### config.mk
export PLATFORM = sky130hd
export DESIGN_NAME = bagd_back_flat
export DESIGN_NICKNAME = d
export VERILOG_FILES = /design/src/design/bagd_pkg.sv /design/src/design/bagd_if.sv /design/src/design/bagd_back.sv /design/src/flat_wrapper.sv
export SDC_FILE = /design/constraint.sdc
export NUM_CORES = 1
export LEC_CHECK = 0
export BUFFER_PORTS_ARGS = -buffer_cell sky130_fd_sc_hd__buf_2
export CAP_MARGIN = 0
export CORE_ASPECT_RATIO = 0.8
export CORE_MARGIN = 4
export CORE_UTILIZATION = 50
export DETAILED_ROUTE_END_ITERATION = 10
export PLACE_DENSITY = 0.71
export SLEW_MARGIN = 0
export SYNTH_ARGS = -nofsm -noshare
export SYNTH_HDL_FRONTEND = slang
export SYNTH_SLANG_ARGS = --single-unit
### constraint.sdc
create_clock -name clock -period 5.3 [get_ports clock]
set_input_delay 1.06 -clock clock [delete_from_list [all_inputs] [get_ports clock]]
set_output_delay 1.06 -clock clock [all_outputs]
set_load 0.1 [all_outputs]
### src/design/bagd_pkg.sv
// shared types and constants of the box average downscaler
package bagd_pkg;

   // configuration field widths
   localparam int CFG_IN_W   = 11;
   localparam int CFG_OUT_W  = 9;
   localparam int CSR_IDX_W  = 8;
   localparam int CSR_DATA_W = 16;

   // payload widths
   localparam int PIX_W   = 8;
   localparam int COORD_W = 8;
   localparam int SUM_W   = 28;
   localparam int PROD_W  = 2 * CFG_IN_W;

   // queue between front and back
   localparam int QUEUE_DEPTH = 4;

   // parameter defaults
   localparam int DEF_MAX_IN_SIZE  = 1024;
   localparam int DEF_MAX_OUT_SIZE = 256;

   // reset values of the registers
   localparam logic [CFG_IN_W-1:0]  RST_IN_WIDTH   = CFG_IN_W'(320);
   localparam logic [CFG_IN_W-1:0]  RST_IN_HEIGHT  = CFG_IN_W'(240);
   localparam logic [CFG_OUT_W-1:0] RST_OUT_WIDTH  = CFG_OUT_W'(96);
   localparam logic [CFG_OUT_W-1:0] RST_OUT_HEIGHT = CFG_OUT_W'(96);

   // register indexes
   localparam logic [CSR_IDX_W-1:0] REG_IN_WIDTH   = CSR_IDX_W'(0);
   localparam logic [CSR_IDX_W-1:0] REG_IN_HEIGHT  = CSR_IDX_W'(1);
   localparam logic [CSR_IDX_W-1:0] REG_OUT_WIDTH  = CSR_IDX_W'(2);
   localparam logic [CSR_IDX_W-1:0] REG_OUT_HEIGHT = CSR_IDX_W'(3);

   // status codes
   localparam logic STATUS_OK      = 1'b0;
   localparam logic STATUS_BAD_CFG = 1'b1;

   // one queued box job
   typedef struct packed {
      logic                 status;
      logic [SUM_W-1:0]     sum;
      logic [CFG_IN_W-1:0]  w;
      logic [CFG_IN_W-1:0]  h;
      logic [COORD_W-1:0]   x;
      logic [COORD_W-1:0]   y;
      logic                 done;
   } job_type;

   // queue handshake between front and back
   typedef struct packed {
      logic push;
      logic pop;
   } q_ctrl_type;

   typedef struct packed {
      logic full;
      logic empty;
   } q_stat_type;

endpackage

### src/design/bagd_if.sv


interface bagd_rsp_if;
   logic                         valid;
   logic                         ready;
   logic [bagd_pkg::PIX_W-1:0]   mean_value;
   logic [bagd_pkg::COORD_W-1:0] out_x;
   logic [bagd_pkg::COORD_W-1:0] out_y;
   logic                         frame_done;
   logic                         status;
   modport source (output valid, output mean_value, output out_x, output out_y,
                   output frame_done, output status, input ready);
   modport sink   (input valid, input mean_value, input out_x, input out_y,
                   input frame_done, input status, output ready);
endinterface


### src/design/bagd_back.sv
// back part: box mean by shift-subtract division and result register
module bagd_back (
   input  logic                 clock,
   input  logic                 reset,
   input  bagd_pkg::job_type    q_data,
   input  logic                 q_empty,
   output logic                 q_pop,
   bagd_rsp_if.source           rsp_chan
);
   import bagd_pkg::*;

   localparam int DW = PROD_W + PIX_W - 1;

   typedef enum logic [1:0] {B_IDLE, B_MUL, B_DIV, B_OUT} bstate_type;

   bstate_type           state_ff;
   job_type              job_ff;
   logic [DW-1:0]        dsh_ff;
   logic [SUM_W-1:0]     rem_ff;
   logic [PIX_W-1:0]     quo_ff;
   logic [2:0]           cnt_ff;
   logic                 rsp_valid_ff;
   logic [PIX_W-1:0]     mean_ff;
   logic [COORD_W-1:0]   x_ff, y_ff;
   logic                 done_ff, status_ff;
   logic [PROD_W-1:0]    area;
   logic                 fits, out_free;

   assign area     = PROD_W'(job_ff.w) * PROD_W'(job_ff.h);
   assign fits     = {{(DW-SUM_W){1'b0}}, rem_ff} >= dsh_ff;
   assign out_free = !rsp_valid_ff || rsp_chan.ready;
   assign q_pop    = (state_ff == B_IDLE) && !q_empty;

   assign rsp_chan.valid      = rsp_valid_ff;
   assign rsp_chan.mean_value = mean_ff;
   assign rsp_chan.out_x      = x_ff;
   assign rsp_chan.out_y      = y_ff;
   assign rsp_chan.frame_done = done_ff;
   assign rsp_chan.status     = status_ff;

   // job sequencer and output register
   always_ff @(posedge clock) begin
      if (reset) begin
         state_ff     <= B_IDLE;
         rsp_valid_ff <= 1'b0;
         job_ff       <= '0;
         dsh_ff       <= '0;
         rem_ff       <= '0;
         quo_ff       <= '0;
         cnt_ff       <= '0;
         mean_ff      <= '0;
         x_ff         <= '0;
         y_ff         <= '0;
         done_ff      <= 1'b0;
         status_ff    <= STATUS_OK;
      end else begin
         if (rsp_valid_ff && rsp_chan.ready) begin
            rsp_valid_ff <= 1'b0;
         end
         unique case (state_ff)
            B_IDLE: begin
               if (!q_empty) begin
                  job_ff   <= q_data;
                  quo_ff   <= '0;
                  state_ff <= (q_data.status == STATUS_BAD_CFG) ? B_OUT : B_MUL;
               end
            end
            B_MUL: begin
               dsh_ff   <= {area, {(PIX_W-1){1'b0}}};
               rem_ff   <= job_ff.sum;
               cnt_ff   <= '0;
               state_ff <= B_DIV;
            end
            B_DIV: begin
               // one quotient bit per cycle, most significant first
               if (fits) begin
                  rem_ff <= rem_ff - SUM_W'(dsh_ff);
               end
               quo_ff <= {quo_ff[PIX_W-2:0], fits};
               dsh_ff <= dsh_ff >> 1;
               cnt_ff <= cnt_ff + 3'd1;
               if (cnt_ff == 3'(PIX_W - 1)) begin
                  state_ff <= B_OUT;
               end
            end
            default: begin
               if (out_free) begin
                  rsp_valid_ff <= 1'b1;
                  status_ff    <= job_ff.status;
                  if (job_ff.status == STATUS_BAD_CFG) begin
                     mean_ff <= '0;
                     x_ff    <= '0;
                     y_ff    <= '0;
                     done_ff <= 1'b0;
                  end else begin
                     mean_ff <= quo_ff;
                     x_ff    <= job_ff.x;
                     y_ff    <= job_ff.y;
                     done_ff <= job_ff.done;
                  end
                  state_ff <= B_IDLE;
               end
            end
         endcase
      end
   end
endmodule

### src/flat_wrapper.sv
// flat-port wrapper written by rule: the top's interface ports become plain ports
module bagd_back_flat import bagd_pkg::*;
  (clock, reset, q_data, q_empty, q_pop, rsp_chan_valid, rsp_chan_mean_value, rsp_chan_out_x, rsp_chan_out_y, rsp_chan_frame_done, rsp_chan_status, rsp_chan_ready);
  bagd_rsp_if rsp_chan_i ();
  input  logic clock;
  input  logic reset;
  input  bagd_pkg::job_type q_data;
  input  logic q_empty;
  output logic q_pop;
  output wire logic [$bits(rsp_chan_i.valid)-1:0] rsp_chan_valid;
  output wire logic [$bits(rsp_chan_i.mean_value)-1:0] rsp_chan_mean_value;
  output wire logic [$bits(rsp_chan_i.out_x)-1:0] rsp_chan_out_x;
  output wire logic [$bits(rsp_chan_i.out_y)-1:0] rsp_chan_out_y;
  output wire logic [$bits(rsp_chan_i.frame_done)-1:0] rsp_chan_frame_done;
  output wire logic [$bits(rsp_chan_i.status)-1:0] rsp_chan_status;
  input wire logic [$bits(rsp_chan_i.ready)-1:0] rsp_chan_ready;
  assign rsp_chan_valid = rsp_chan_i.valid;
  assign rsp_chan_mean_value = rsp_chan_i.mean_value;
  assign rsp_chan_out_x = rsp_chan_i.out_x;
  assign rsp_chan_out_y = rsp_chan_i.out_y;
  assign rsp_chan_frame_done = rsp_chan_i.frame_done;
  assign rsp_chan_status = rsp_chan_i.status;
  assign rsp_chan_i.ready = rsp_chan_ready;
  bagd_back u_core (.clock(clock), .reset(reset), .q_data(q_data), .q_empty(q_empty), .q_pop(q_pop), .rsp_chan(rsp_chan_i));
endmodule
=== Yosys cells after proc, flatten, opt, wreduce, memory -nomap -nowiden ===
Index checks and enable logic that the tools add are counted.

* Add/sub/neg operators: 2
* $mul: 1
* Order comparisons: 1
* Eq/ne operators: 6
* Multiplexer cells: 18
* Bitwise operators: 2
* Reduce and logical (&&, ||, !) cells: 15

{| class="wikitable"
|+ Operator list
! kind !! number
|-
| one-hot mux 29 bit (2 select lines) || 1
|-
| one-hot mux 28 bit (2 select lines) || 1
|-
| two-way mux 8 bit || 4
|-
| greater-or-equal comparator 28 x 29 -> 1 bit || 1
|-
| two-way mux 28 bit || 1
|-
| subtractor 28 bit || 1
|-
| multiplier 11 x 11 -> 22 bit || 1
|-
| one-hot mux 8 bit (2 select lines) || 1
|-
| two-way mux 2 bit || 4
|-
| AND reduction 2 bit || 4
|-
| one-hot mux 2 bit (3 select lines) || 1
|-
| one-hot mux 3 bit (2 select lines) || 1
|-
| two-way mux 1 bit || 4
|-
| != test 2 x 1 -> 1 bit (second input constant) || 2
|-
| nonzero test 2 bit || 2
|-
| nonzero test 4 bit || 1
|-
| adder 3 x 1 -> 3 bit (second input constant) || 1
|-
| equality test 3 bit (second input constant) || 1
|-
| AND reduction 3 bit || 1
|-
| OR reduction 3 bit || 1
|-
| equality test 2 x 1 -> 1 bit (second input constant) || 1
|-
| equality test 2 bit (second input constant) || 1
|-
| logical AND 1 bit || 2
|-
| logical NOT 1 bit || 2
|-
| 4 further kinds || 5
|}

* Flip-flop bits (word level): 165
* Input bits: 72
* Output and inout port bits: 28

=== Depth between registers and ports, before layout ===
* Word-level depth: 4
* Mapped depth: 21
* Mapped depth without buffers: 20

=== Worst setup path after synthesis ===
OpenSTA, ideal clock, no wires.

* Path type: register -> register
* Start point: reg u_core.job_ff[27] (netlist name)
* End point: reg u_core.dsh_ff[26]
* Arrival time: 5.187 ns
* Data required time: 5.209 ns
* Path slack: 0.022 ns
* Cell stages (with the launch flop): 20
* Buffers on the path: 1
* Period minus slack after synthesis: 5.278 ns
* Cells stage by stage: dfxtp_1 > clkbuf_1 > nand2_1 > fa_1 > fa_1 > inv_1 > fa_1 > fa_1 > inv_1 > fa_1 > inv_1 > ha_1 > o21a_1 > nand3_1 > a21boi_1 > a2111oi_1 > or4_1 > a31oi_1 > nand2_1 > a311oi_1

* Cells in the longest elaborated chain, start to end: 2

{| class="wikitable"
|+ Ends and longest elaborated chain
! element !! line !! RTL
|-
| start, declared || bagd_back.sv:17 || <nowiki>job_type job_ff;</nowiki>
|-
| start signal, assigned || bagd_back.sv:63 || <nowiki>job_ff <= q_data;</nowiki>
|-
| multiplier 11 x 11 -> 22 bit || bagd_back.sv:29 || <nowiki>assign area = PROD_W'(job_ff.w) * PROD_W'(job_ff.h);</nowiki>
|-
| one-hot mux 29 bit (2 select lines) || bagd_back.sv:60 || <nowiki>unique case (state_ff)</nowiki>
|-
| end signal, assigned || bagd_back.sv:69 || <nowiki>dsh_ff <= {area, {(PIX_W-1){1'b0}}};</nowiki>
|-
| end signal, assigned || bagd_back.sv:80 || <nowiki>dsh_ff <= dsh_ff >> 1;</nowiki>
|-
| end, declared || bagd_back.sv:18 || <nowiki>logic [DW-1:0] dsh_ff;</nowiki>
|}

Every way passes these cells.
A chain may end at the register's enable or synchronous reset.

=== Worst setup path in the final report ===
* Start point: reg u_core.job_ff[34] (netlist name)
* End point: reg u_core.dsh_ff[24]

The elaborated chain is that of the path after synthesis.

==> Flow_metrics.wiki <==
{| class="wikitable"
! Metric !! Value
|-
| Buffers from clock root to sink, at most || 2
|-
| Total Die Area || 0.0266 mm^2
|-
| Total leakage power || 6.21 nW
|-
| Synth async-reset ratio || 0%
|-
| Inserted Clock Buffers || 17
|-
| Wire length of the first global-routing pass || 46,700 um
|-
| Hold Fails Final Rpt || 0
|-
| Outcome || complete, no violations
|-
| Setup-failing EPs final || 0
|-
| PwrDens || 432 mW/mm^2
|-
| Synth-to-Final Area Change || 16.4%
|-
| Via count of the first global-routing pass || 9,692
|-
| Clk root buf || clkbuf_16
|-
| Reg2Reg Setup Slack || 150 ps
|-
| Final-report max-slew violation count || 0
|-
| TritonCTS clock tree || done
|-
| Number of cells produced by synthesis || 1,466
|-
| Post-Route Utilization || 59.5%
|-
| Beginning of the worst hold path || u_core.job_ff[12]
|-
| Buffers added on ports || 99
|-
| Site row count || 50
|-
| Class of the most critical setup path || reg -> reg
|-
| Worst r2r dst || u_core.dsh_ff[24]
|-
| Average cell area after synthesis || 8.20 um^2
|-
| Largest net degree at the start of global routing || 91
|-
| Max Clock Skew || 16.8 ps
|-
| Grt ovf || 0
|-
| Area taken by multi-input logic gates || 0.00804 mm^2
|-
| Detail Route Antenna Nets || 0
|-
| DR WL/cell || 15.2 um
|-
| Logic depth of the worst register-to-register path || 19
|-
| Hold WC Path Type || reg -> reg
|-
| Final HPWL DP || 20,500 um
|-
| Initial Utilization || 51.1%
|-
| Main area contributors after synthesis || dfxtp_1 (27%), fa_1 (13%), ha_1 (9.8%)
|-
| Global-route usage over all layers || 20.9%
|-
| Total number of nets in the final design || 1,808
|-
| Placer congestion estimate || 0.858
|-
| Instance count after placement with tap cells included || 1,849
|-
| Count of fill cells added during filler insertion || 2,134
|-
| Most frequent cell after synthesis || nand2_1
|-
| Max-Slew Margin vs Limit || 29.4%
|-
| Share of final-layout standard cells stronger than drive strength 1 || 17.8%
|-
| Final worst-path cycle share || 97.2%
|-
| Number of synthesized register bits || 165
|-
| Overall Power || 6.05 mW
|-
| Peak VDD IR || 334 uV
|-
| Share of the synthesized area in the top cell type || 27.5%
|-
| Leading register cell type out of synthesis || dfxtp_1
|-
| Sequential cell area fraction in the yosys report || 27.5%
|-
| Via count || 10,000
|-
| Hold bufs inserted after CTS || 0
|-
| Worst Hold End || u_core.job_ff[12]
|-
| Count of antenna diodes in the layout || 0
|-
| Number of non-filler instances in the completed layout || 1,886
|-
| Synthesized netlist net count || 1,713
|-
| Core Footprint || 0.0235 mm^2
|-
| Synthesis warning total || 0
|-
| Number of enable-type register cells in the synthesized netlist || 0
|-
| Most used standard cells in the synthesized netlist || nand2_1 (233), dfxtp_1 (165), inv_1 (150)
|-
| DRC violation count after routing || 0
|-
| Detailed Route Iter0 Violations || 480
|-
| R2r startpoint || u_core.job_ff[34]
|-
| Critical Path Sink Type || flop
|-
| Number of sinks on the clock net || 165
|-
| Max-cap violations || 0
|-
| Count of cell types in the netlist || 69
|-
| Worst setup SP type || flop
|-
| Die Span X || 181 um
|-
| Transition at the pin with the smallest max-transition slack || 1060 ps
|-
| Register area || 0.00336 mm^2
|-
| Largest fanout of any net on the critical path || 7
|-
| Post-synth top area cell || dfxtp_1
|-
| H-tree levels || 4
|-
| Mapped Area || 0.0120 mm^2
|-
| Highest achievable clock rate || 194 MHz
|-
| Die Y-Extent || 147 um
|-
| Data required, critical path || 5620 ps
|-
| TritonRoute pass-1 iters || 5
|-
| Hold Path Depth || 2
|-
| WP data arrival || 5470 ps
|-
| Antenna violations before repair || 2
|-
| Via density per instance || 5.33
|-
| Total detailed-routing wirelength || 28,600 um
|-
| Post-CTS clock slew at the launch and capture registers of the worst setup and hold paths || 80 ps
|-
| Top-Level Pins || 100
|-
| Worst-Skew Late Latency || 440 ps
|-
| Final critical delay including setup and external delays || 5150 ps
|}
## worst max path at each step
stage,startpoint,end,depth (start not counted)
finish,u_core.job_ff[34],u_core.dsh_ff[24],19
global route,u_core.job_ff[33],u_core.dsh_ff[24],19
CTS,u_core.job_ff[27],u_core.dsh_ff[26],19
detailed placement,u_core.job_ff[31],u_core.dsh_ff[26],19
global placement,u_core.job_ff[24],u_core.dsh_ff[26],19
floorplan,u_core.job_ff[27],u_core.dsh_ff[26],19
## layout make-up
class | count | area share (%)
multi-input cells | 1061 | 57.5
flip-flops and latches | 165 | 24.0
repair buffers | 164 | 7.18
inverters | 152 | 4.08
clock buffers | 18 | 3.14
well taps | 312 | 2.79
clock inverters | 14 | 1.27
## critical path, stage by stage, from the launching register on
cell and delay (ps):
dfxtp_4 400, nand2_2 70, fa_1 510, fa_1 520, inv_1 60, ha_4 240, fa_1 520, inv_1 50
fa_1 530, inv_1 70, ha_4 240, buf_4 150, a211oi_2 260, buf_4 160, nand4b_1 190, a2111oi_4 460
o31ai_2 120, xnor2_1 200, o211ai_1 100, o211a_1 190
## per-layer routing
metal  GRT usage [%]  wire [um]  up-vias
li1                -          -     5042
met1            29.1      13800     4806
met2            33.2      13200      167
met3            5.11       1360       24
met4            4.54        269        4
met5               0         27        -
## where the power goes
part           internal, mW  switching (mW)
Sequential             1.46           0.178
Clock                 0.658           0.624
Combinational          1.24            1.89
## state kept, by name, summed over array words and instances, names as in the netlist
| register | cells |
|---|---|
| u_core.job_ff | 68 |
| u_core.dsh_ff | 29 |
| u_core.rem_ff | 28 |
| u_core.quo_ff | 8 |
| u_core.rsp_chan.mean_value | 8 |
| u_core.rsp_chan.out_x | 8 |
| u_core.rsp_chan.out_y | 8 |
| u_core.cnt_ff | 3 |
| u_core.state_ff | 2 |
| u_core.rsp_chan.frame_done | 1 |
| u_core.rsp_chan.status | 1 |
| u_core.rsp_chan.valid | 1 |
## cells by family (layout without fill, tap and decap cells)
kind of cell,Yosys count,in the layout,synth area share [%]
adders and majority gates,175,175,23.3
xor gates and xnor gates,37,37,2.70
buffers and inverters,240,348,7.87
AOI/OAI and AO/OA,320,320,17.4
and+or+nand+nor,509,509,19.6
DFF,165,165,27.5
muxes,20,20,1.67
## placed cells by master, fill, tap and decap left out, drive strengths merged, types with 26 or more instances in the layout
cell type / synthesis / routed
and2: 70 / 70
xnor2: 26 / 26
o21ai: 31 / 31
fa: 81 / 81
nand2: 233 / 233
buf: 12 / 164
inv: 150 / 159
nor2: 106 / 106
nor3b: 27 / 27
dfxtp: 165 / 165
ha: 94 / 94
a21oi: 149 / 149
## timing repair
action,CTS,global route
hold endpoints to repair,0,0
endpoints found under the setup margin,5,7
gates resized for setup,27,59
setup buffers,0,7
cloned,0,0
pin swaps,5,48
## per-stage QoR
| step | TNS (ps) | worst slack, ps | hold WS, ps | cell area [um^2] |
|---|---|---|---|---|
| detailed placement | -530 | -193 | 443 | 13000 |
| global route | -47.7 | -38.8 | 463 | 14000 |
| global placement | -210 | -95.2 | 437 | 13000 |
| finish | 0 | 150 | 455 | 14000 |
| floorplan | 0 | 21.7 | 432 | 12000 |
| CTS | -2.16 | -2.16 | 454 | 13700 |
Power figures use the tool's default switching activity.
