**config.mk**
```make
export PLATFORM = sky130hd
export DESIGN_NAME = bagd_queue
export DESIGN_NICKNAME = d
export VERILOG_FILES = /design/src/design/bagd_pkg.sv /design/src/design/bagd_queue.sv
export SDC_FILE = /design/constraint.sdc
export NUM_CORES = 1
export LEC_CHECK = 0
export BUFFER_PORTS_ARGS = -buffer_cell sky130_fd_sc_hd__buf_2
export CORE_MARGIN = 2
export CORE_UTILIZATION = 40
export DETAILED_ROUTE_END_ITERATION = 7
export GPL_TIMING_DRIVEN = 1
export PLACE_DENSITY_LB_ADDON = 0.12
export RECOVER_POWER = 25
export SLEW_MARGIN = 20
export SYNTH_ARGS = -nofsm -noshare
export SYNTH_HDL_FRONTEND = slang
export SYNTH_SLANG_ARGS = --single-unit
```
**constraint.sdc**
```tcl
create_clock -name clock -period 3.2 [get_ports clock]
set_clock_uncertainty 0.1 [all_clocks]
set_input_delay 0.48 -clock clock [delete_from_list [all_inputs] [get_ports clock]]
set_output_delay 0.48 -clock clock [all_outputs]
set_load 0.03 [all_outputs]
```
**src/design/bagd_pkg.sv**
```systemverilog
// shared types and constants of the box average downscaler
package bagd_pkg;

   // configuration field widths
   localparam int CFG_IN_W   = 11;
   localparam int CFG_OUT_W  = 9;
   localparam int CSR_IDX_W  = 8;
   localparam int CSR_DATA_W = 16;

   // payload widths
   localparam int PIX_W   = 8;
   localparam int COORD_W = 8;
   localparam int SUM_W   = 28;
   localparam int PROD_W  = 2 * CFG_IN_W;

   // queue between front and back
   localparam int QUEUE_DEPTH = 4;

   // parameter defaults
   localparam int DEF_MAX_IN_SIZE  = 1024;
   localparam int DEF_MAX_OUT_SIZE = 256;

   // reset values of the registers
   localparam logic [CFG_IN_W-1:0]  RST_IN_WIDTH   = CFG_IN_W'(320);
   localparam logic [CFG_IN_W-1:0]  RST_IN_HEIGHT  = CFG_IN_W'(240);
   localparam logic [CFG_OUT_W-1:0] RST_OUT_WIDTH  = CFG_OUT_W'(96);
   localparam logic [CFG_OUT_W-1:0] RST_OUT_HEIGHT = CFG_OUT_W'(96);

   // register indexes
   localparam logic [CSR_IDX_W-1:0] REG_IN_WIDTH   = CSR_IDX_W'(0);
   localparam logic [CSR_IDX_W-1:0] REG_IN_HEIGHT  = CSR_IDX_W'(1);
   localparam logic [CSR_IDX_W-1:0] REG_OUT_WIDTH  = CSR_IDX_W'(2);
   localparam logic [CSR_IDX_W-1:0] REG_OUT_HEIGHT = CSR_IDX_W'(3);

   // status codes
   localparam logic STATUS_OK      = 1'b0;
   localparam logic STATUS_BAD_CFG = 1'b1;

   // one queued box job
   typedef struct packed {
      logic                 status;
      logic [SUM_W-1:0]     sum;
      logic [CFG_IN_W-1:0]  w;
      logic [CFG_IN_W-1:0]  h;
      logic [COORD_W-1:0]   x;
      logic [COORD_W-1:0]   y;
      logic                 done;
   } job_type;

   // queue handshake between front and back
   typedef struct packed {
      logic push;
      logic pop;
   } q_ctrl_type;

   typedef struct packed {
      logic full;
      logic empty;
   } q_stat_type;

endpackage

```
**src/design/bagd_queue.sv**
```systemverilog
// short job queue between front and back
module bagd_queue (
   input  logic                 clock,
   input  logic                 reset,
   input  bagd_pkg::q_ctrl_type ctrl,
   input  bagd_pkg::job_type    wr_data,
   output bagd_pkg::job_type    rd_data,
   output bagd_pkg::q_stat_type stat
);
   import bagd_pkg::*;

   localparam int PW = $clog2(QUEUE_DEPTH);

   job_type           mem_ff [QUEUE_DEPTH];
   logic [PW-1:0]     wr_ptr_ff;
   logic [PW-1:0]     rd_ptr_ff;
   logic [PW:0]       count_ff;

   assign stat.full  = (count_ff == (PW+1)'(QUEUE_DEPTH));
   assign stat.empty = (count_ff == '0);
   assign rd_data    = mem_ff[rd_ptr_ff];

   // storage
   always_ff @(posedge clock) begin
      if (ctrl.push) begin
         mem_ff[wr_ptr_ff] <= wr_data;
      end
   end

   // pointers and fill level
   always_ff @(posedge clock) begin
      if (reset) begin
         wr_ptr_ff <= '0;
         rd_ptr_ff <= '0;
         count_ff  <= '0;
      end else begin
         if (ctrl.push) begin
            wr_ptr_ff <= wr_ptr_ff + PW'(1);
         end
         if (ctrl.pop) begin
            rd_ptr_ff <= rd_ptr_ff + PW'(1);
         end
         unique case ({ctrl.push, ctrl.pop})
            2'b10:   count_ff <= count_ff + (PW+1)'(1);
            2'b01:   count_ff <= count_ff - (PW+1)'(1);
            default: count_ff <= count_ff;
         endcase
      end
   end
endmodule

```
* Word-level counts from Yosys, hierarchy flattened *
Memories as Yosys holds them, arrays and structs flattened. A register that Yosys moved wholly into a read port is not among the register bits.
Cells that the tools add are included.

storage, ports and cells
  register bits = 7
  bits in latches = 0
  RAM bits = 272
  ROM bits = 0
  bits of input ports = 72
  word-level logic and storage cells = 18
  memories kept = 1

memory list
  memory  words  width  rd ports  clocked after memory_dff  write ports  RTL line          RTL
  mem_ff  4      68     1         1                         1            bagd_queue.sv:14  job_type mem_ff [QUEUE_DEPTH];

cells by class
  add/sub/neg operators = 4
  multipliers = 0
  divide/modulo/power cells = 0
  $lt $le $gt $ge = 0
  equality and inequality tests = 3
  shift operators = 0
  mux-type cells = 5
  bitwise logic cells = 0
  reduce and logical (&&, ||, !) cells = 2

operator list
  cell                   number
  $pmux W3 S2            1
  $add A2 B1 Y2 const B  2
  $mux W2                2
  $add A3 B1 Y3 const B  1
  $eq A3 B3 Y1 const B   1
  $logic_not A3 Y1       1
  $sub A3 B1 Y3 const B  1
  $eq A2 B1 Y1 const B   1
  $eq A2 B2 Y1 const B   1
  $mux W1                2
  $reduce_bool A2 Y1     1

* Logic depth before layout (Yosys ltp) *
Gate-level depths: netlist of run 1.

  depth after elaboration = 3
  mapped depth = 7

* Worst setup path before layout of run 1 *
No wires, ideal clock.

  path kind = reg2reg
  start = reg wr_ptr_ff[0]
  end = mem mem_ff[0][0] (netlist name) (enable)
  setup time = 0.433 ns
  arrival time = 2.137 ns
  setup slack = 0.529 ns
  cell stages (with the launch flop) = 4
  path buffers = 0
  path through = dfxtp_1 inv_1 ha_1 and2_1

RTL lines
  item                    RTL line          RTL
  from (decl)             bagd_queue.sv:15  logic [PW-1:0] wr_ptr_ff;
  from (signal assigned)  bagd_queue.sv:38  wr_ptr_ff <= wr_ptr_ff + PW'(1);
  to (decl)               bagd_queue.sv:14

Straight into the memory's write port.

==> results of run 1 <==
-- synthesized netlist by cell type (all sizes together) --
library cell / count
edfxtp: 272
mux4: 68
buf: 12
dfxtp: 9
nor2: 8
inv: 6
clkbuf: 5
ha: 5
and2: 4
xor2: 3
a21oi: 2
xnor2: 2
and3: 1
fa: 1
mux2i: 1
nand2: 1
nor3: 1
o21ai: 1
or3: 1
-- power by group --
group	internal [mW]	leakage [nW]	switching [mW]
clock network	1.81	0.432	1.28
registers	4.22	2.57	0.0706
logic	0.357	1.01	0.600
total	6.39	4.01	1.96
-- final timing paths --
kind                                                 to  slack, ns  depth (start not counted)
worst min-delay path            mem_ff[3][31]$_DFFE_PP_       0.07                          1
worst max-delay path                        rd_data[39]       0.34                          3
worst min register to register                flip-flop       0.43                          2
worst max register to register  mem_ff[0][34]$_DFFE_PP_       1.35                          4
-- worst max-delay path, cell delays in order (launching register included) --
cell and delay (ns):
sky130_fd_sc_hd__dfxtp_4 0.65, sky130_fd_sc_hd__buf_4 0.35, sky130_fd_sc_hd__mux4_2 0.54, sky130_fd_sc_hd__buf_2 0.19
-- layout make-up --
type / count / area [µm²] / area share
Tap cell: 330 / 412.9 / 0.03369
Timing Repair Buffer: 150 / 805.8 / 0.06575
Inverter: 6 / 22.52 / 0.001838
Clock buffer: 34 / 744.5 / 0.06075
Multi-Input combinational cell: 99 / 1769 / 0.1444
Clock inverter: 19 / 143.9 / 0.01174
Sequential cell: 281 / 8356 / 0.6818
-- flip-flops by register name, indices dropped and copies added (netlist names), named ones only --
name       cells
wr_ptr_ff      2
count_ff       3
mem_ff       272
rd_ptr_ff      2
-- layer usage --
layer	global-route usage	wire [µm]	part of all wire
met1	0.1761	7507	0.40
met2	0.2501	9741	0.52
met3	0.03056	1093	0.059
met4	0.03309	318	0.017
met5	0	0	0
-- cell families (layout without fill, tap and decap cells) --
kind of cell / after synthesis / count (layout) / synth area share
AND/OR/NAND/NOR: 16 / 16 / 0.007431
multiplexers: 69 / 69 / 0.1501
AO/OA/AOI/OAI: 3 / 3 / 0.001462
flip-flops: 281 / 281 / 0.8129
buffers and inverters: 23 / 209 / 0.01584
XOR/XNOR: 5 / 5 / 0.004265
adder cells (fa/ha/maj): 6 / 6 / 0.008041
-- stage by stage --
stage | hold WS [ns] | instances | total power [mW]
after floorplan | 0.3669 | 403 | 5.036
after global placement | 0.3787 | 866 | 5.342
after detailed placement | 0.4187 | 866 | 5.363
after CTS | 0.03190 | 919 | 8.478
after global routing | 0.05510 | 919 | 8.670
final | 0.07394 | 919 | 8.349
-- placed cells by master, fill, tap and decap left out, types with 2 or more instances in the layout --
cell type	netlist	layout
sky130_fd_sc_hd__clkinv_1	0	8
sky130_fd_sc_hd__xnor2_1	2	2
sky130_fd_sc_hd__ha_1	5	5
sky130_fd_sc_hd__a21oi_1	2	2
sky130_fd_sc_hd__buf_4	4	2
sky130_fd_sc_hd__dfxtp_1	9	7
sky130_fd_sc_hd__clkinvlp_4	0	2
sky130_fd_sc_hd__clkbuf_16	0	29
sky130_fd_sc_hd__mux4_2	68	68
sky130_fd_sc_hd__clkbuf_1	5	49
sky130_fd_sc_hd__buf_2	4	97
sky130_fd_sc_hd__nor2_1	8	8
sky130_fd_sc_hd__and2_4	0	4
sky130_fd_sc_hd__bufinv_16	0	2
sky130_fd_sc_hd__edfxtp_1	272	272
sky130_fd_sc_hd__buf_12	3	7
sky130_fd_sc_hd__xor2_1	3	3
sky130_fd_sc_hd__inv_1	6	6
sky130_fd_sc_hd__clkinv_2	0	6
sky130_fd_sc_hd__dfxtp_4	0	2
==> run_summary.xml, run 1 <==
<?xml version="1.0" encoding="UTF-8"?>
<metrics>
  <group name="clocking">
    <metric name="cts_max_level" unit="">1</metric>
    <metric name="cts.hold.buffers_added" unit="">0</metric>
    <metric name="clockBufferDepth" unit="">3</metric>
    <metric name="clock-sinks" unit="">281</metric>
    <metric name="cts_buffers" unit="">29</metric>
    <metric name="root_buffer" unit="">sky130_fd_sc_hd__clkbuf_16</metric>
    <metric name="cts-resized-gates" unit="">0</metric>
    <metric name="tritoncts" unit="">done</metric>
    <metric name="clock_latency" unit="ns">0.53</metric>
    <metric name="clkTransAtPathRegs" unit="ns">0.06</metric>
    <metric name="post_cts_buffers" unit="">0</metric>
  </group>
  <group name="final_layout">
    <metric name="postLayoutCellArea" unit="mm²">0.01225</metric>
    <metric name="nNetsFinal" unit="">645</metric>
    <metric name="finish.utilization" unit="">0.4866</metric>
    <metric name="diodes" unit="">0</metric>
    <metric name="n_fill_cell" unit="">2052</metric>
    <metric name="layout-area-overhead-vs-synth" unit="%">19.32</metric>
    <metric name="layout-drive-gt1-share" unit="">0.3735</metric>
  </group>
  <group name="floorplanning">
    <metric name="floorplan.initialDensity" unit="">0.4078</metric>
    <metric name="die_y" unit="µm">164.2</metric>
    <metric name="placeableCoreArea" unit="mm²">0.02518</metric>
    <metric name="fp.dieW" unit="µm">164.2</metric>
    <metric name="count_of_pins_on_the_block_boundary" unit="">142</metric>
    <metric name="row_count" unit="">58</metric>
    <metric name="die_area" unit="mm²">0.02697</metric>
  </group>
  <group name="routing">
    <metric name="drt_first_pass_iters" unit="">4</metric>
    <metric name="route.detailed.drc" unit="">0</metric>
    <metric name="routed_via_density" unit="">4.966</metric>
    <metric name="detail_route.wl_per_cell" unit="µm">20.31</metric>
    <metric name="drtAntennaViolNets" unit="">0</metric>
    <metric name="drtIter0Drc" unit="">258</metric>
    <metric name="detail_route.wirelength" unit="µm">18660</metric>
    <metric name="total_vias_in_the_final_route" unit="">4564</metric>
  </group>
  <group name="sta">
    <metric name="fin_setup_tns" unit="ns">0</metric>
    <metric name="final_min_period_over_clock_period" unit="">0.8922</metric>
    <metric name="final-max-slew-violation-count" unit="">0</metric>
    <metric name="worst_slew_pin_tran" unit="ns">0.6103</metric>
    <metric name="setup_slack" unit="ns">0.3450</metric>
    <metric name="setup-violations-final" unit="">0</metric>
    <metric name="fmax" unit="GHz">0.3503</metric>
    <metric name="slew-limit-headroom" unit="">0.5931</metric>
    <metric name="layout_min_cycle_time" unit="ns">2.855</metric>
    <metric name="hold_violations" unit="">0</metric>
    <metric name="rsz_0062_raised_after_global_routing" unit="">false</metric>
  </group>
  <group name="global_route">
    <metric name="grt_pass1_vias" unit="">5052</metric>
    <metric name="grt_first_pass_wirelength" unit="µm">28370</metric>
    <metric name="grt_start_max_net_pins" unit="">47</metric>
    <metric name="grt_antenna_before_repair" unit="">0</metric>
    <metric name="grt_usage" unit="">0.1406</metric>
    <metric name="grt.overflow.total" unit="">0</metric>
  </group>
  <group name="placement">
    <metric name="globalplace.congestion" unit="">0.6625</metric>
    <metric name="port_buffers" unit="">141</metric>
    <metric name="placed_cell_area" unit="mm²">0.01142</metric>
    <metric name="placement.setup.worst_slack" unit="ns">0.8228</metric>
    <metric name="dp.final_hpwl" unit="µm">11080</metric>
  </group>
  <group name="logic_synthesis">
    <metric name="synthCells" unit="">403</metric>
    <metric name="synth.avg_cell_area" unit="µm²">25.48</metric>
    <metric name="yosys_register_bits" unit="">281</metric>
    <metric name="yosysWarnings" unit="">0</metric>
    <metric name="yosysTopAreaCell" unit="">sky130_fd_sc_hd__edfxtp_1</metric>
    <metric name="netlist.area_leader.share" unit="">0.7953</metric>
    <metric name="netlist_area" unit="mm²">0.01027</metric>
    <metric name="syn_nets" unit="">481</metric>
    <metric name="synth-seq-area-share" unit="">0.8129</metric>
    <metric name="yosys-top-cells-area" unit="">sky130_fd_sc_hd__edfxtp_1 (80%), sky130_fd_sc_hd__mux4_2 (15%), sky130_fd_sc_hd__dfxtp_1 (1.8%)</metric>
    <metric name="synth_cell_types" unit="">22</metric>
  </group>
  <group name="setup_path">
    <metric name="worstPathRequired" unit="ns">2.62</metric>
    <metric name="worstReg2RegStart" unit="">wr_ptr_ff[0]$_SDFFE_PP0P_</metric>
    <metric name="timing_worst_setup_path_type" unit="">flip-flop to output port</metric>
    <metric name="worst-endpoint-arrival" unit="ns">2.28</metric>
    <metric name="setup.worst_path.start_class" unit="">flip-flop</metric>
    <metric name="crit_end_category" unit="">output port</metric>
    <metric name="critical_path.max_fanout" unit="">20</metric>
  </group>
  <group name="min_path">
    <metric name="source_of_the_worst_hold_timing_path" unit="">wr_data[31]</metric>
    <metric name="hp-class" unit="">primary input to flip-flop</metric>
  </group>
  <group name="power_and_ir_drop">
    <metric name="power_density" unit="mW/mm²">681.3</metric>
    <metric name="vdd_ir_drop_max" unit="mV">0.4484</metric>
    <metric name="p_leak" unit="nW">4.011</metric>
  </group>
  <group name="flow_run">
    <metric name="timing.max_cap.violations" unit="">0</metric>
  </group>
  <group name="status">
    <metric name="run_status" unit="">complete, no violations</metric>
  </group>
</metrics>
No activity file was read; power rests on OpenSTA's default activity.
==> run 2: changes to the inputs <==
--- a/config.mk
+++ b/config.mk
@@ -10,7 +10,7 @@
 export CORE_UTILIZATION = 40
 export DETAILED_ROUTE_END_ITERATION = 7
 export GPL_TIMING_DRIVEN = 1
-export PLACE_DENSITY_LB_ADDON = 0.12
+export PLACE_DENSITY = 0.72
 export RECOVER_POWER = 25
 export SLEW_MARGIN = 20
 export SYNTH_ARGS = -nofsm -noshare
==> constraint.sdc (replaced) <==
create_clock -name clock -period 2.6 [get_ports clock]
set_clock_uncertainty 0.1 [all_clocks]
set_input_delay 0.39 -clock clock [delete_from_list [all_inputs] [get_ports clock]]
set_output_delay 0.39 -clock clock [all_outputs]
set_load 0.03 [all_outputs]
==> run 2 against run 1 <==
Net effect: global-route usage is 0.36 points higher; flip-flop and latch count stayed put; register-to-register slack worse by 0.53 ns; worst setup slack worse by 0.24 ns; combinational power is 37% higher; first-iteration DRC count is 20% higher; utilization is 2.6 points higher.
==> run_summary.xml, run 2 (synthesized netlist as in run 1, its figures left out) <==
<?xml version="1.0" encoding="UTF-8"?>
<metrics>
  <group name="status">
    <metric name="run_status" unit="">complete, no violations</metric>
  </group>
  <group name="power_and_ir_drop">
    <metric name="power_density" unit="mW/mm²">780.6</metric>
    <metric name="p_leak" unit="nW">4.284</metric>
    <metric name="internal_power" unit="mW">7.709</metric>
    <metric name="clockPowerShare" unit="">0.347</metric>
    <metric name="share_comb_of_total_power" unit="">0.130</metric>
    <metric name="post-layout-total-power" unit="mW">10.07</metric>
    <metric name="vdd_ir_drop_max" unit="mV">0.4698</metric>
    <metric name="switching_power" unit="mW">2.366</metric>
    <metric name="power.share.sequential" unit="">0.523</metric>
    <metric name="swShare" unit="">0.2348</metric>
  </group>
  <group name="clocking">
    <metric name="root_buffer" unit="">sky130_fd_sc_hd__clkbuf_16</metric>
    <metric name="cts_max_level" unit="">1</metric>
    <metric name="clkTransAtPathRegs" unit="ns">0.06</metric>
    <metric name="cts_buffers" unit="">27</metric>
    <metric name="tritoncts" unit="">done</metric>
    <metric name="clock_latency" unit="ns">0.53</metric>
    <metric name="clock-sinks" unit="">281</metric>
    <metric name="clockBufferDepth" unit="">3</metric>
  </group>
  <group name="floorplanning">
    <metric name="placeableCoreArea" unit="mm²">0.02518</metric>
    <metric name="fp.dieW" unit="µm">164.2</metric>
    <metric name="die_y" unit="µm">164.2</metric>
    <metric name="die_area" unit="mm²">0.02697</metric>
    <metric name="row_count" unit="">58</metric>
    <metric name="floorplan.initialDensity" unit="">0.4078</metric>
    <metric name="count_of_pins_on_the_block_boundary" unit="">142</metric>
  </group>
  <group name="sta">
    <metric name="fin_setup_tns" unit="ns">0</metric>
    <metric name="layout_min_cycle_time" unit="ns">2.499</metric>
    <metric name="setup-violations-final" unit="">0</metric>
    <metric name="final-max-slew-violation-count" unit="">0</metric>
    <metric name="final_min_period_over_clock_period" unit="">0.9612</metric>
    <metric name="setup_slack" unit="ns">0.1008</metric>
    <metric name="worst_slew_pin_tran" unit="ns">0.4032</metric>
    <metric name="slew-limit-headroom" unit="">0.7312</metric>
    <metric name="fmax" unit="GHz">0.4001</metric>
    <metric name="hold_violations" unit="">0</metric>
    <metric name="finalHoldWorstSlack" unit="ns">0.09755</metric>
    <metric name="rsz_0062_raised_after_global_routing" unit="">true</metric>
  </group>
  <group name="flow_run">
    <metric name="timing.max_cap.violations" unit="">0</metric>
  </group>
  <group name="setup_path">
    <metric name="worst_r2r_endpoint" unit="">count_ff[2]$_SDFFE_PP0P_</metric>
    <metric name="worstReg2RegStart" unit="">count_ff[0]$_SDFFE_PP0P_</metric>
    <metric name="crit_end_category" unit="">output port</metric>
    <metric name="worst-endpoint-arrival" unit="ns">2.01</metric>
    <metric name="reg2reg_setup_slack" unit="ns">0.82</metric>
    <metric name="number_of_cell_instances_on_the_worst_register_to_register_path" unit="">5</metric>
    <metric name="worstPathRequired" unit="ns">2.11</metric>
    <metric name="timing_worst_setup_path_type" unit="">flip-flop to output port</metric>
    <metric name="critical_path.max_fanout" unit="">42</metric>
    <metric name="setup.worst_path.start_class" unit="">flip-flop</metric>
  </group>
  <group name="final_layout">
    <metric name="layout-area-overhead-vs-synth" unit="%">25.67</metric>
    <metric name="nNetsFinal" unit="">716</metric>
    <metric name="n_fill_cell" unit="">2012</metric>
    <metric name="layout-drive-gt1-share" unit="">0.3318</metric>
    <metric name="largest_register_ff_count" unit="">272</metric>
    <metric name="diodes" unit="">0</metric>
    <metric name="finish.utilization" unit="">0.5125</metric>
    <metric name="reg.largest.list" unit="">mem_ff: 272 flops, count_ff: 3 flops</metric>
    <metric name="postLayoutCellArea" unit="mm²">0.01291</metric>
    <metric name="multi_input_area" unit="mm²">0.001769</metric>
    <metric name="sequential_cell_area" unit="mm²">0.008356</metric>
    <metric name="layout.cells.most_common_list" unit="">sky130_fd_sc_hd__edfxtp_1 (272), sky130_fd_sc_hd__buf_2 (98), sky130_fd_sc_hd__dlygate4sd3_1 (69)</metric>
    <metric name="layout_commonest_cell" unit="">sky130_fd_sc_hd__edfxtp_1</metric>
    <metric name="layoutNonFillerInstCount" unit="">984</metric>
    <metric name="max_flop_register" unit="">mem_ff</metric>
  </group>
  <group name="placement">
    <metric name="placed_cells_incl_taps" unit="">869</metric>
    <metric name="port_buffers" unit="">141</metric>
    <metric name="globalplace.congestion" unit="">0.7353</metric>
    <metric name="placed_cell_area" unit="mm²">0.01146</metric>
    <metric name="placement.setup.worst_slack" unit="ns">0.5427</metric>
    <metric name="dp.final_hpwl" unit="µm">11430</metric>
  </group>
  <group name="min_path">
    <metric name="worstHoldPathCells" unit="">3</metric>
    <metric name="source_of_the_worst_hold_timing_path" unit="">ctrl[0]</metric>
    <metric name="hp-class" unit="">primary input to flip-flop</metric>
  </group>
  <group name="routing">
    <metric name="detail_route.wl_per_cell" unit="µm">19.84</metric>
    <metric name="drt_first_pass_iters" unit="">6</metric>
    <metric name="drtAntennaViolNets" unit="">0</metric>
    <metric name="routed_via_density" unit="">4.993</metric>
    <metric name="drtIter0Drc" unit="">310</metric>
    <metric name="route.detailed.drc" unit="">0</metric>
    <metric name="total_vias_in_the_final_route" unit="">4913</metric>
    <metric name="detail_route.wirelength" unit="µm">19520</metric>
  </group>
  <group name="global_route">
    <metric name="grt_start_max_net_pins" unit="">43</metric>
    <metric name="grt.overflow.total" unit="">0</metric>
    <metric name="grt_pass1_vias" unit="">5380</metric>
    <metric name="grt_antenna_before_repair" unit="">1</metric>
    <metric name="grt_usage" unit="">0.1442</metric>
    <metric name="grt_first_pass_wirelength" unit="µm">29420</metric>
  </group>
</metrics>
## run 2: changes by cell type in the layout (fill, tap and decap cells not counted), moves of 2 or more
cell	before	now
sky130_fd_sc_hd__buf_16	0	2
sky130_fd_sc_hd__buf_4	2	4
sky130_fd_sc_hd__clkbuf_1	49	51
sky130_fd_sc_hd__clkbuf_16	29	27
sky130_fd_sc_hd__clkinv_1	8	5
sky130_fd_sc_hd__clkinv_2	6	3
sky130_fd_sc_hd__clkinvlp_4	2	0
sky130_fd_sc_hd__dlygate4sd3_1	0	69
## run 2: critical path: stages (launching register included)
cell and delay [ns]:
sky130_fd_sc_hd__dfxtp_4 0.38, sky130_fd_sc_hd__buf_16 0.31, sky130_fd_sc_hd__mux4_2 0.57, sky130_fd_sc_hd__buf_2 0.20
## run 2: layout make-up
type                            instances  share of cell area
Clock inverter                         10            0.005623
Multi-Input combinational cell         99              0.1371
Inverter                                6            0.001745
Clock buffer                           35             0.05468
Tap cell                              330             0.03199
Timing Repair Buffer                  223              0.1215
Sequential cell                       281              0.6474
## run 2: metal layers
layer	GRT usage	vias to the layer above	routed length [µm]
li1	-	2176	-
met1	0.1881	2571	8320
met3	0.02879	31	1013
met2	0.2484	133	9830
met4	0.03748	2	342
met5	0	-	13
## run 2: worst max-delay path by stage
stage | slack [ns] | startpoint | to
floorplan | 0.67 | wr_ptr_ff[0]$_SDFFE_PP0P_ | mem_ff[2][0]$_DFFE_PP_
global placement | 0.60 | ctrl[1] | count_ff[2]$_SDFFE_PP0P_
detailed placement | 0.54 | ctrl[1] | count_ff[2]$_SDFFE_PP0P_
CTS | 0.02 | flip-flop | rd_data[39]
global route | -0.006 | flip-flop | rd_data[39]
finish | 0.10 | flip-flop | rd_data[39]
## run 2: repair_timing
| action | 4_1_cts | 5_1_grt |
|---|---|---|
| buffers inserted | 0 | 1 |
| endpoints found under the setup margin | 0 | 19 |
| endpoints found under the hold margin | 276 | 0 |
| hold buffers | 69 | 0 |
| resized for setup | 0 | 1 |
## run 2: power by group through the flow
stage | logic [mW] | clock network (mW) | registers [mW]
after floorplan | 0.862 | 0 | 5.33
after global placement | 1.21 | 0 | 5.35
after detailed placement | 1.24 | 0 | 5.37
after CTS | 1.33 | 3.60 | 5.27
after global routing | 1.40 | 3.77 | 5.28
final | 1.31 | 3.50 | 5.26
==> run 3: changes to the inputs <==
--- a/config.mk
+++ b/config.mk
@@ -6,11 +6,13 @@
 export NUM_CORES = 1
 export LEC_CHECK = 0
 export BUFFER_PORTS_ARGS = -buffer_cell sky130_fd_sc_hd__buf_2
+export CELL_PAD_IN_SITES_DETAIL_PLACEMENT = 1
+export CELL_PAD_IN_SITES_GLOBAL_PLACEMENT = 1
 export CORE_MARGIN = 2
 export CORE_UTILIZATION = 40
 export DETAILED_ROUTE_END_ITERATION = 7
 export GPL_TIMING_DRIVEN = 1
-export PLACE_DENSITY = 0.72
+export PLACE_DENSITY = 0.79
 export RECOVER_POWER = 25
 export SLEW_MARGIN = 20
 export SYNTH_ARGS = -nofsm -noshare
==> run 3 against run 2 <==
Net effect: clock power is 14% higher; critical path type unchanged; sequential share of layout area is 0.36 points lower; utilization is 0.29 points higher.
==> run_summary.xml, run 3 (synthesized netlist as in run 1, its figures left out) <==
<?xml version="1.0" encoding="UTF-8"?>
<metrics>
  <group name="status">
    <metric name="run_status" unit="">complete, no violations</metric>
  </group>
  <group name="global_route">
    <metric name="grt_usage" unit="">0.1552</metric>
    <metric name="grt_start_max_net_pins" unit="">40</metric>
    <metric name="grt_pass1_vias" unit="">5738</metric>
    <metric name="grt_first_pass_wirelength" unit="µm">31990</metric>
    <metric name="grt.overflow.total" unit="">0</metric>
    <metric name="grt_antenna_before_repair" unit="">0</metric>
  </group>
  <group name="routing">
    <metric name="drtIter0Drc" unit="">226</metric>
    <metric name="drt_first_pass_iters" unit="">6</metric>
    <metric name="drtAntennaViolNets" unit="">0</metric>
    <metric name="route.detailed.drc" unit="">0</metric>
    <metric name="detail_route.wirelength" unit="µm">20720</metric>
    <metric name="detail_route.wl_per_cell" unit="µm">20.93</metric>
    <metric name="routed_via_density" unit="">5.014</metric>
    <metric name="total_vias_in_the_final_route" unit="">4964</metric>
  </group>
  <group name="floorplanning">
    <metric name="die_y" unit="µm">164.2</metric>
    <metric name="floorplan.initialDensity" unit="">0.4078</metric>
    <metric name="row_count" unit="">58</metric>
    <metric name="die_area" unit="mm²">0.02697</metric>
    <metric name="placeableCoreArea" unit="mm²">0.02518</metric>
    <metric name="fp.dieW" unit="µm">164.2</metric>
    <metric name="count_of_pins_on_the_block_boundary" unit="">142</metric>
  </group>
  <group name="sta">
    <metric name="final_min_period_over_clock_period" unit="">0.9513</metric>
    <metric name="rsz_0062_raised_after_global_routing" unit="">false</metric>
    <metric name="fin_setup_tns" unit="ns">0</metric>
    <metric name="fmax" unit="GHz">0.4043</metric>
    <metric name="slew-limit-headroom" unit="">0.5863</metric>
    <metric name="worst_slew_pin_tran" unit="ns">0.6205</metric>
    <metric name="setup-violations-final" unit="">0</metric>
    <metric name="layout_min_cycle_time" unit="ns">2.473</metric>
    <metric name="hold_violations" unit="">0</metric>
    <metric name="final-max-slew-violation-count" unit="">0</metric>
  </group>
  <group name="final_layout">
    <metric name="max_flop_register" unit="">mem_ff</metric>
    <metric name="diodes" unit="">0</metric>
    <metric name="layout-area-overhead-vs-synth" unit="%">26.38</metric>
    <metric name="finish.utilization" unit="">0.5154</metric>
    <metric name="layout.cells.most_common_list" unit="">sky130_fd_sc_hd__edfxtp_1 (272), sky130_fd_sc_hd__buf_2 (100), sky130_fd_sc_hd__mux4_2 (68), sky130_fd_sc_hd__dlygate4sd3_1 (68), sky130_fd_sc_hd__clkbuf_1 (42)</metric>
    <metric name="nNetsFinal" unit="">716</metric>
    <metric name="reg.largest.list" unit="">mem_ff: 272 flops, count_ff: 3 flops</metric>
    <metric name="layout_commonest_cell" unit="">sky130_fd_sc_hd__edfxtp_1</metric>
    <metric name="postLayoutCellArea" unit="mm²">0.01298</metric>
    <metric name="largest_register_ff_count" unit="">272</metric>
    <metric name="layout-drive-gt1-share" unit="">0.3530</metric>
  </group>
  <group name="min_path">
    <metric name="worstHoldPathCells" unit="">2</metric>
    <metric name="source_of_the_worst_hold_timing_path" unit="">reset</metric>
    <metric name="hp-class" unit="">primary input to flip-flop</metric>
  </group>
  <group name="setup_path">
    <metric name="timing_worst_setup_path_type" unit="">flip-flop to output port</metric>
    <metric name="setup.worst_path.start_class" unit="">flip-flop</metric>
    <metric name="critical_path.max_fanout" unit="">38</metric>
    <metric name="worst-endpoint-arrival" unit="ns">1.98</metric>
    <metric name="number_of_cell_instances_on_the_worst_register_to_register_path" unit="">4</metric>
    <metric name="crit_end_category" unit="">output port</metric>
    <metric name="worstReg2RegStart" unit="">wr_ptr_ff[0]$_SDFFE_PP0P_</metric>
    <metric name="worstPathRequired" unit="ns">2.11</metric>
  </group>
  <group name="clocking">
    <metric name="cts_buffers" unit="">29</metric>
    <metric name="cts_max_level" unit="">1</metric>
    <metric name="cts-resized-gates" unit="">0</metric>
    <metric name="tritoncts" unit="">done</metric>
    <metric name="clock-sinks" unit="">281</metric>
    <metric name="root_buffer" unit="">sky130_fd_sc_hd__clkbuf_16</metric>
    <metric name="clockBufferDepth" unit="">3</metric>
    <metric name="clock_latency" unit="ns">0.53</metric>
    <metric name="clkTransAtPathRegs" unit="ns">0.06</metric>
  </group>
  <group name="placement">
    <metric name="dp.final_hpwl" unit="µm">12670</metric>
    <metric name="port_buffers" unit="">141</metric>
    <metric name="globalplace.congestion" unit="">0.7036</metric>
    <metric name="placed_cell_area" unit="mm²">0.01142</metric>
  </group>
  <group name="power_and_ir_drop">
    <metric name="vdd_ir_drop_max" unit="mV">0.6136</metric>
    <metric name="p_leak" unit="nW">4.339</metric>
    <metric name="power_density" unit="mW/mm²">813.4</metric>
  </group>
  <group name="flow_run">
    <metric name="timing.max_cap.violations" unit="">0</metric>
  </group>
</metrics>
[run 3: layer usage]
metal  routed length [µm]  part of all wire  up-vias  global-route usage
li1                     -                 -     2174                   -
met4                  321             0.015        0             0.03788
met1                 7962              0.38     2614              0.1860
met3                 1100             0.053       30             0.02879
met5                    0                 0        -                   0
met2                11330              0.55      146              0.2881
[run 3: critical path, cell delays in order (launching register included)]
cell	delay, ns
sky130_fd_sc_hd__dfxtp_4	0.37
sky130_fd_sc_hd__buf_12	0.30
sky130_fd_sc_hd__mux4_2	0.57
sky130_fd_sc_hd__buf_2	0.20
[run 3: stage by stage]
| step | hold WS (ns) | worst slack (ns) | std cells | total power, mW |
|---|---|---|---|---|
| floorplan | 0.3669 | 0.6710 | 403 | 6.192 |
| global placement | 0.3869 | 0.6138 | 869 | 6.543 |
| detailed placement | 0.4134 | 0.5138 | 869 | 6.606 |
| CTS | 0.01212 | 0.05863 | 990 | 10.70 |
| global route | 0.03833 | 0.01600 | 990 | 10.93 |
| finish | 0.03821 | 0.1266 | 990 | 10.56 |
[run 3: power breakdown]
group,total [mW],switching (mW),internal (mW)
Clock,4.00,1.66,2.34
Combinational,1.29,0.790,0.502
Sequential,5.27,0.0686,5.20
Total,10.6,2.52,8.04
[run 3: area by class of cell]
class | count | area (µm²)
clock buffer | 30 | 729.5
sequential | 281 | 8356
tap | 330 | 412.9
fill | 2246 | 12200
clock inverter | 23 | 201.4
inverter | 6 | 22.52
timing repair buffer | 221 | 1488
multi-input combinational | 99 | 1769
[run 3: worst paths after layout]
path / endpoint / slack (ns)
setup / recovery: rd_data[38] / 0.13
hold / removal: flip-flop / 0.04
setup reg to reg: mem_ff[0][61]$_DFFE_PP_ / 0.85
hold reg to reg: rd_ptr_ff[1]$_SDFFE_PP0P_ / 0.43
[run 3: repair_timing]
| action | in CTS | in global routing |
|---|---|---|
| endpoints found under the hold margin | 272 | 0 |
| buffers inserted | 0 | 0 |
| hold buffers | 68 | 0 |
